$ cat config.mk
export PLATFORM = sky130hd
export DESIGN_NAME = seven_segment_char_shift_driver
export DESIGN_NICKNAME = d
export VERILOG_FILES = /design/src/rtl/core/sscd_pkg.sv /design/src/rtl/core/sscd_encode.sv /design/src/rtl/core/sscd_cell.sv /design/src/rtl/core/seven_segment_char_shift_driver.sv
export VERILOG_INCLUDE_DIRS = /design/src /design/src/rtl/core
export SDC_FILE = /design/constraint.sdc
export NUM_CORES = 1
export LEC_CHECK = 0
export BUFFER_PORTS_ARGS = -buffer_cell sky130_fd_sc_hd__buf_2
export CAP_MARGIN = 25
export CORE_UTILIZATION = 30
export CTS_CLUSTER_SIZE = 8
export DETAILED_ROUTE_END_ITERATION = 8
export GPL_TIMING_DRIVEN = 0
export PLACE_DENSITY = 0.58
export SLEW_MARGIN = 20
export SYNTH_ARGS = -nofsm -noshare
export SYNTH_HDL_FRONTEND = slang
export SYNTH_SLANG_ARGS = --single-unit
$ cat constraint.sdc
create_clock -name i_clk -period 2.7 [get_ports i_clk]
set_clock_uncertainty 0.15 [all_clocks]
set_input_delay 0.27 -clock i_clk [delete_from_list [all_inputs] [get_ports i_clk]]
set_output_delay 0.27 -clock i_clk [all_outputs]
set_load 0.03 [all_outputs]
$ cat src/rtl/core/seven_segment_char_shift_driver_macros.svh
// ----------------------------------------------------------------------------
// seven segment char shift driver assertion macros
// shared concurrent assertion forms used by the driver
// ----------------------------------------------------------------------------
`ifndef SEVEN_SEGMENT_CHAR_SHIFT_DRIVER_MACROS_SVH
`define SEVEN_SEGMENT_CHAR_SHIFT_DRIVER_MACROS_SVH

// same-cycle implication, checked out of reset
`define SSCD_ASSERT_NOW(label, clk, rst_n, ante, cons) \
    label: assert property (@(posedge clk) disable iff (!rst_n) (ante) |-> (cons)) \
        else $error("sscd same-cycle check failed");

// next-cycle implication, checked out of reset
`define SSCD_ASSERT_NEXT(label, clk, rst_n, ante, cons) \
    label: assert property (@(posedge clk) disable iff (!rst_n) (ante) |=> (cons)) \
        else $error("sscd next-cycle check failed");

`endif

$ cat src/rtl/core/sscd_pkg.sv
// ----------------------------------------------------------------------------
// sscd_pkg
// shared widths, character codes, glyph table and control types
// ----------------------------------------------------------------------------
`default_nettype none

package sscd_pkg;

    localparam int unsigned FrameBits = 16;
    localparam int unsigned PosW      = 4;
    localparam int unsigned CodeW     = 8;
    localparam int unsigned SelW      = 4;
    localparam int unsigned PatW      = 8;
    localparam int unsigned GlyphW    = 6;
    localparam int unsigned InDataW   = 16;
    localparam int unsigned OutDataW  = 8;

    localparam logic [CodeW-1:0] CharLowA  = 8'd97;
    localparam logic [CodeW-1:0] CharLowZ  = 8'd122;
    localparam logic [CodeW-1:0] CharZero  = 8'd48;
    localparam logic [CodeW-1:0] CharNine  = 8'd57;
    localparam logic [CodeW-1:0] LetterOfs = 8'd87;

    localparam logic [PatW-1:0] DotMask   = 8'h01;
    localparam logic [PatW-1:0] BlankPat  = 8'h00;
    localparam logic [PosW-1:0] LastPos   = 4'd15;

    // load and shift strobes shared by every cell of the chain
    typedef struct packed {
        logic load;
        logic shift;
    } t_cell_ctrl;

    // segment pattern per glyph: bit 7 is segment a, bit 0 the dot
    function automatic logic [PatW-1:0] glyph_pattern(input logic [GlyphW-1:0] idx);
        logic [PatW-1:0] pat;
        unique case (idx)
            6'd0:  pat = 8'hFC;
            6'd1:  pat = 8'h60;
            6'd2:  pat = 8'hDA;
            6'd3:  pat = 8'hF2;
            6'd4:  pat = 8'h66;
            6'd5:  pat = 8'hB6;
            6'd6:  pat = 8'hBE;
            6'd7:  pat = 8'hE0;
            6'd8:  pat = 8'hFE;
            6'd9:  pat = 8'hE6;
            6'd10: pat = 8'hEE;
            6'd11: pat = 8'h3E;
            6'd12: pat = 8'h9C;
            6'd13: pat = 8'h7A;
            6'd14: pat = 8'h9E;
            6'd15: pat = 8'h8E;
            6'd16: pat = 8'hBC;
            6'd17: pat = 8'h2E;
            6'd18: pat = 8'h60;
            6'd19: pat = 8'h70;
            6'd20: pat = 8'hAE;
            6'd21: pat = 8'h1C;
            6'd22: pat = 8'hEC;
            6'd23: pat = 8'h2A;
            6'd24: pat = 8'h3A;
            6'd25: pat = 8'hCE;
            6'd26: pat = 8'hE6;
            6'd27: pat = 8'h0A;
            6'd28: pat = 8'hB6;
            6'd29: pat = 8'h1E;
            6'd30: pat = 8'h7C;
            6'd31: pat = 8'h38;
            6'd32: pat = 8'h38;
            6'd33: pat = 8'h6E;
            6'd34: pat = 8'h66;
            6'd35: pat = 8'hDA;
            default: pat = BlankPat;
        endcase
        return pat;
    endfunction

endpackage

`default_nettype wire

$ cat src/rtl/core/sscd_encode.sv
// ----------------------------------------------------------------------------
// sscd_encode
// character to segment pattern, board wiring and inversion into a 16-bit frame
// ----------------------------------------------------------------------------
`default_nettype none

module sscd_encode (
    input  wire logic [sscd_pkg::SelW-1:0]      i_digit_select,
    input  wire logic [sscd_pkg::CodeW-1:0]     i_char_code,
    input  wire logic                           i_dot_on,
    input  wire logic                           i_display_on,
    output logic      [sscd_pkg::FrameBits-1:0] o_frame
);

    logic [sscd_pkg::PatW-1:0]   w_glyph;
    logic [sscd_pkg::PatW-1:0]   w_pat;
    logic [sscd_pkg::CodeW-1:0]  w_ofs;
    logic [7:0]                  w_first;
    logic [7:0]                  w_second;

    always_comb begin
        w_ofs   = '0;
        w_glyph = sscd_pkg::BlankPat;
        if (i_char_code >= sscd_pkg::CharLowA && i_char_code <= sscd_pkg::CharLowZ) begin
            w_ofs   = i_char_code - sscd_pkg::LetterOfs;
            w_glyph = sscd_pkg::glyph_pattern(w_ofs[sscd_pkg::GlyphW-1:0]);
        end else if (i_char_code >= sscd_pkg::CharZero
                     && i_char_code <= sscd_pkg::CharNine) begin
            w_ofs   = i_char_code - sscd_pkg::CharZero;
            w_glyph = sscd_pkg::glyph_pattern(w_ofs[sscd_pkg::GlyphW-1:0]);
        end

        // a disabled digit drops the dot as well
        if (!i_display_on) begin
            w_pat = sscd_pkg::BlankPat;
        end else if (i_dot_on) begin
            w_pat = w_glyph | sscd_pkg::DotMask;
        end else begin
            w_pat = w_glyph;
        end

        w_first  = {1'b0, w_pat[7], w_pat[4], w_pat[5], w_pat[0], i_digit_select[3], 2'b00};
        w_second = {1'b0, w_pat[1], w_pat[6], w_pat[3], w_pat[2], i_digit_select[1],
                    i_digit_select[0], i_digit_select[2]};
        o_frame  = ~{w_second, w_first};
    end

endmodule

`default_nettype wire

$ cat src/rtl/core/sscd_cell.sv
// ----------------------------------------------------------------------------
// sscd_cell
// one stage of the serial chain: loads a frame bit or takes its neighbor's
// ----------------------------------------------------------------------------
`default_nettype none

module sscd_cell (
    input  wire logic                  i_clk,
    input  wire sscd_pkg::t_cell_ctrl  i_ctrl,
    input  wire logic                  i_load_bit,
    input  wire logic                  i_shift_in,
    output logic                       o_bit
);

    logic r_bit;
    logic n_bit;

    always_comb begin
        priority if (i_ctrl.load) begin
            n_bit = i_load_bit;
        end else if (i_ctrl.shift) begin
            n_bit = i_shift_in;
        end else begin
            n_bit = r_bit;
        end
    end

    always_ff @(posedge i_clk) begin
        r_bit <= n_bit;
    end

    assign o_bit = r_bit;

endmodule

`default_nettype wire

$ cat src/rtl/core/seven_segment_char_shift_driver.sv
// ----------------------------------------------------------------------------
// seven_segment_char_shift_driver
// character to seven-segment frame encoder with a serial bit chain
// ----------------------------------------------------------------------------
// usage:
//   slave channel takes one character transaction: digit select, ascii code,
//   dot flag and display enable. master channel gives 16 transactions per
//   character, one per serial bit, first byte lsb first then second byte;
//   tlast marks the last bit, after which the external latch is pulsed.
// the character is loaded into the chain cells when it is taken; each bit then
//   passes through the output register. the 16-cell shift chain hands one bit
//   per cycle to the output register unless the receiver stalls it. the next
//   character is taken in the cycle the last bit leaves the chain, so a
//   continuous stream with no stall keeps the master channel busy every cycle.
// stall: when the receiver holds tready low the output register keeps its
//   bit and the chain stops; nothing is lost.
// reset: synchronous active-low; clears the busy flag, the bit count and the
//   output valid flag. the chain cells hold no reset and are loaded per
//   character.
// ----------------------------------------------------------------------------
`default_nettype none

`include "seven_segment_char_shift_driver_macros.svh"

module seven_segment_char_shift_driver (
    input  wire logic                          i_clk,
    input  wire logic                          i_rst_n,
    input  wire logic                          i_s_tvalid,
    output logic                               o_s_tready,
    // [3:0] digit_select, [11:4] char_code, [12] dot_on, [13] display_on, [15:14] zero
    input  wire logic [sscd_pkg::InDataW-1:0]  i_s_tdata,
    output logic                               o_m_tvalid,
    input  wire logic                          i_m_tready,
    // [0] serial_bit, [4:1] bit_position, [7:5] zero
    output logic      [sscd_pkg::OutDataW-1:0] o_m_tdata,
    output logic                               o_m_tlast
);

    localparam int unsigned Cells = sscd_pkg::FrameBits;

    logic [Cells-1:0]          w_frame;
    logic [Cells-1:0]          w_bits;
    sscd_pkg::t_cell_ctrl      w_ctrl;
    logic                      w_move;
    logic                      w_take;

    logic                      r_busy;
    logic                      n_busy;
    logic [sscd_pkg::PosW-1:0] r_pos;
    logic [sscd_pkg::PosW-1:0] n_pos;
    logic                      r_out_valid;
    logic                      n_out_valid;
    logic                      r_out_bit;
    logic                      n_out_bit;
    logic [sscd_pkg::PosW-1:0] r_out_pos;
    logic [sscd_pkg::PosW-1:0] n_out_pos;
    logic                      r_out_last;
    logic                      n_out_last;

    sscd_encode u_encode (
        .i_digit_select (i_s_tdata[3:0]),
        .i_char_code    (i_s_tdata[11:4]),
        .i_dot_on       (i_s_tdata[12]),
        .i_display_on   (i_s_tdata[13]),
        .o_frame        (w_frame)
    );

    for (genvar k = 0; k < Cells; k++) begin : g_chain
        if (k == Cells - 1) begin : g_tail
            sscd_cell u_cell (
                .i_clk      (i_clk),
                .i_ctrl     (w_ctrl),
                .i_load_bit (w_frame[k]),
                .i_shift_in (1'b0),
                .o_bit      (w_bits[k])
            );
        end else begin : g_body
            sscd_cell u_cell (
                .i_clk      (i_clk),
                .i_ctrl     (w_ctrl),
                .i_load_bit (w_frame[k]),
                .i_shift_in (w_bits[k+1]),
                .o_bit      (w_bits[k])
            );
        end
    end

    // a bit leaves a busy chain whenever the output register is free or draining
    assign w_move      = r_busy && (!r_out_valid || i_m_tready);
    assign o_s_tready  = !r_busy || (w_move && r_pos == sscd_pkg::LastPos);
    assign w_take      = i_s_tvalid && o_s_tready;
    assign w_ctrl.load  = w_take;
    assign w_ctrl.shift = w_move;

    always_comb begin
        n_busy      = r_busy;
        n_pos       = r_pos;
        n_out_valid = r_out_valid;
        n_out_bit   = r_out_bit;
        n_out_pos   = r_out_pos;
        n_out_last  = r_out_last;

        if (r_out_valid && i_m_tready) begin
            n_out_valid = 1'b0;
        end

        if (w_move) begin
            n_out_valid = 1'b1;
            n_out_bit   = w_bits[0];
            n_out_pos   = r_pos;
            n_out_last  = (r_pos == sscd_pkg::LastPos);
            n_pos       = r_pos + 1'b1;
            if (r_pos == sscd_pkg::LastPos) begin
                n_busy = 1'b0;
            end
        end

        if (w_take) begin
            n_busy = 1'b1;
            n_pos  = '0;
        end
    end

    always_ff @(posedge i_clk) begin
        if (!i_rst_n) begin
            r_busy      <= 1'b0;
            r_pos       <= '0;
            r_out_valid <= 1'b0;
        end else begin
            r_busy      <= n_busy;
            r_pos       <= n_pos;
            r_out_valid <= n_out_valid;
        end
    end

    always_ff @(posedge i_clk) begin
        r_out_bit  <= n_out_bit;
        r_out_pos  <= n_out_pos;
        r_out_last <= n_out_last;
    end

    assign o_m_tvalid = r_out_valid;
    assign o_m_tdata  = {3'b000, r_out_pos, r_out_bit};
    assign o_m_tlast  = r_out_last;

    // a new character only enters an empty chain or as the last bit leaves
    `SSCD_ASSERT_NOW(a_take_when_free, i_clk, i_rst_n, w_take && r_busy,
                     w_move && r_pos == sscd_pkg::LastPos)
    // a taken character restarts the bit count
    `SSCD_ASSERT_NEXT(a_take_restarts, i_clk, i_rst_n, w_take, r_busy && r_pos == '0)
    // each moved bit advances the position by one
    `SSCD_ASSERT_NEXT(a_pos_advances, i_clk, i_rst_n, w_move && !w_take,
                      r_out_valid && r_out_pos == $past(r_pos)
                      && r_pos == $past(r_pos) + 1'b1)
    // tlast goes only with the final bit position
    `SSCD_ASSERT_NOW(a_last_at_end, i_clk, i_rst_n, r_out_valid,
                     r_out_last == (r_out_pos == sscd_pkg::LastPos))

endmodule

`default_nettype wire
==> results.yml <==
status:
  outcome: "finished, final reports clean"
worst_setup_path:
  r2r-start: "r_pos[0]$_SDFFE_PP0P_"
  critPathTopFamily: "buffers and inverters"
  path_cells: "buf_2 -> buf_4 -> clkinv_4 -> ha_1 -> clkbuf_1 -> and2_1 -> o311ai_0 -> o211ai_1 -> a21oi_1 -> o32a_1"
  worst_path_largest_cell_delay_ns: 0.40
  crit_start: "i_s_tdata[4]"
  criticalPathCategory: "in -> reg"
  worstPathRequired_ns: 2.57
  critPathSlowestCell: "clkbuf_1"
  crit_path_end_kind: "flip-flop"
  crit_arrival_ns: 2.46
  crit_path_start_kind: "input pin"
  crit_buf_inv: 4
  cp_max_fo: 11
route:
  drc_errors: 0
  drt_iter0_drc: 275
  drtAntennaViolNets: 0
  via_per_inst: 5.785
  vias: 2557
  drt_pass1_iterations: 5
  wl_per_cell_um: 16.66
  wl_um: 7363
floorplan:
  ioPinCount: 31
  die_h_um: 95.83
  initial_core_util_pct: 31.51
  core_area_sq_mm: 0.008382
  die_area_sq_mm: 0.009183
  fp-row-count: 33
  die_w_um: 95.83
placed_design:
  numPortBuffers: 24
  gp_congestion: 0.9396
  dp_hpwl_um: 5428
  dp_cells: 437
  placed_cell_area_sq_mm: 0.002900
cts:
  cts_sinks: 28
  cts.htree.levels: 1
  cts_tree: "yes"
  numCtsBuffers: 3
  clock_path_buffers: 2
  clk_pin_slew_worst_paths_ns: 0.10
  clock_latency_ns: 0.27
  root_buffer: "clkbuf_8"
pwr:
  p_int_uw: 820.6
  power_frac_seq_pct: 42.2
  combPwrFrac_pct: 34.4
  p_clk_share_pct: 23.4
  swShare_pct: 32.85
  p_per_area_mw_per_mm2: 402.3
  p_leak_nw: 1.140
  switchingPower_uw: 401.4
  vdd.ir_drop.worst_mv: 0.2709
min_path:
  hold_path_startpoint: "i_rst_n"
  min_path_type: "in -> reg"
finish:
  final_util_pct: 36.24
  layout_common_cells: "32 x buf_2, 24 x a21oi_1, 24 x nor2_1, 22 x edfxtp_1, 20 x nand2_1"
  drive_above_1_share_pct: 22.26
  final_cells: 442
  synthToLayoutAreaGrowth_pct: 15.02
  final_common_cell: "buf_2"
  finalNetCount: 372
  design_area_sq_mm: 0.003038
  diodes: 0
synthesis:
  syn_area_sq_mm: 0.002641
  synth_ff_type: "edfxtp_1"
  netlist_instances: 306
  yosys_warnings: 0
  synth-seq-area-share_pct: 29.56
  async_flop_share_pct: 0
  synth_edf_count: 22
  avgSynthCellArea_sq_um: 8.632
  synth.ff_latch_count: 28
  ys_types: 70
timing:
  worst-slew-pin-transition_ns: 0.7552
  fin_crit_sh_pct: 95.89
  slew_violations: 0
  finalSetupTns_ns: 0
  setup_viol: 0
  rsz0062_at_grt: "no"
  max_freq_ghz: 0.3863
  fin_crit_ns: 2.589
  slew_headroom_pct: 49.65
  hold_viol: 0
global_routing:
  grt_pass1_wl_um: 11870
  grt_overflow_total: 0
  track_usage_pct: 16.59
  grt_max_degree: 17
  antenna_found_initial: 0
  grt_pass1_vias: 2327
job:
  drv_cap: 0
## through the flow
stage,setup slack [ns],hold slack (ns),power (mW)
after floorplan,0.1384,0.2378,0.8144
after global placement,-0.5156,0.2534,0.9200
after detailed placement,-0.5359,0.2601,0.9232
after CTS,0.02135,0.09066,1.210
after global routing,0.02110,0.09062,1.286
final,0.1110,0.09605,1.222
## worst reg2reg max path: stages, from the launching register on
cell      delay [ns]
dfxtp_1         0.41
ha_1            0.20
nand3_1         0.12
o21ai_1         0.25
nand2_1         0.21
nand2b_1        0.60
## layer usage
layer / GRT usage [%] / wire length, um
met1: 22.57 / 3188
met2: 26.79 / 3400
met3: 3.160 / 613
met4: 4.478 / 161
met5: 0 / 0
## power groups by stage
stage          Sequential (mW)  Clock (mW)  Combinational [mW]
2_1_floorplan            0.532           0               0.282
3_3_place_gp             0.525           0               0.395
3_5_place_dp             0.526           0               0.398
4_1_cts                  0.516       0.292               0.402
5_1_grt                  0.519       0.310               0.456
6_report                 0.515       0.286               0.420
## repair_timing
action / in CTS / in global routing
buffers inserted: 0 / 1
pin swaps: 0 / 2
setup endpoints to repair: 7 / 7
hold buffers: 0 / 0
gates resized for setup: 8 / 14
## sequential cells by signal, summed over array words and instances (netlist names)
name and flops:
g_chain.g_body.u_cell.o_bit 15, r_out_pos 4, r_pos 4, g_chain.g_tail.u_cell.o_bit 1, o_m_tlast 1, o_m_tvalid 1, r_busy 1, r_out_bit 1
## kinds of logic after synthesis
group | after synthesis | synth area share (%)
fa+ha+maj | 14 | 6.632
other cells | 1 | 0.1420
compound gates | 112 | 29.61
buf+inv | 42 | 8.053
mux | 6 | 2.321
flops | 28 | 29.56
simple gates | 94 | 19.71
xor+xnor | 9 | 3.980
## Yosys cell counts (all sizes together) (3+ instances only)
| cell | count | area, sq um |
|---|---|---|
| dfxtp | 6 | 120.1 |
| o32ai | 3 | 26.28 |
| o21a | 4 | 30.03 |
| a31oi | 9 | 56.30 |
| xor2 | 3 | 26.28 |
| clkbuf | 8 | 30.03 |
| and3 | 5 | 36.28 |
| edfxtp | 22 | 660.6 |
| o2111ai | 3 | 26.28 |
| nor3 | 5 | 25.02 |
| nand2b | 12 | 82.58 |
| nor2 | 24 | 90.09 |
| a211oi | 6 | 50.05 |
| nor4 | 3 | 18.77 |
| inv | 10 | 37.54 |
| nor2b | 5 | 31.28 |
| ha | 14 | 175.2 |
| a21oi | 25 | 136.4 |
| o211ai | 8 | 60.06 |
| nand3 | 7 | 35.03 |
| a311oi | 4 | 35.03 |
| o221ai | 4 | 35.03 |
| xnor2 | 6 | 78.83 |
| nand2 | 20 | 75.07 |
| mux2i | 5 | 50.05 |
| o21ai | 21 | 108.9 |
| buf | 22 | 137.6 |
## worst paths after layout
kind | slack, ns | cells after the start | end
worst max-delay path | 0.11 | 10 | g_chain[11].g_body.u_cell.o_bit$_DFFE_PP_
worst max register to register | 0.39 | 5 | g_chain[2].g_body.u_cell.o_bit$_DFFE_PP_
worst min register to register | 0.28 | 0 | r_out_bit$_DFFE_PP_
worst min-delay path | 0.1 | 2 | o_m_tvalid$_SDFFE_PN0P_
## final cells by class
| cell class | count | area [sq um] |
|---|---|---|
| Fill cell | 877 | 5344 |
| Multi-Input combinational cell | 238 | 1688 |
| Sequential cell | 28 | 780.7 |
| Buffer | 30 | 185.2 |
| Tap cell | 105 | 131.4 |
| Timing Repair Buffer | 25 | 130.1 |
| Clock buffer | 4 | 66.31 |
| Inverter | 12 | 56.30 |
No activity file was read; power rests on OpenSTA's default activity.
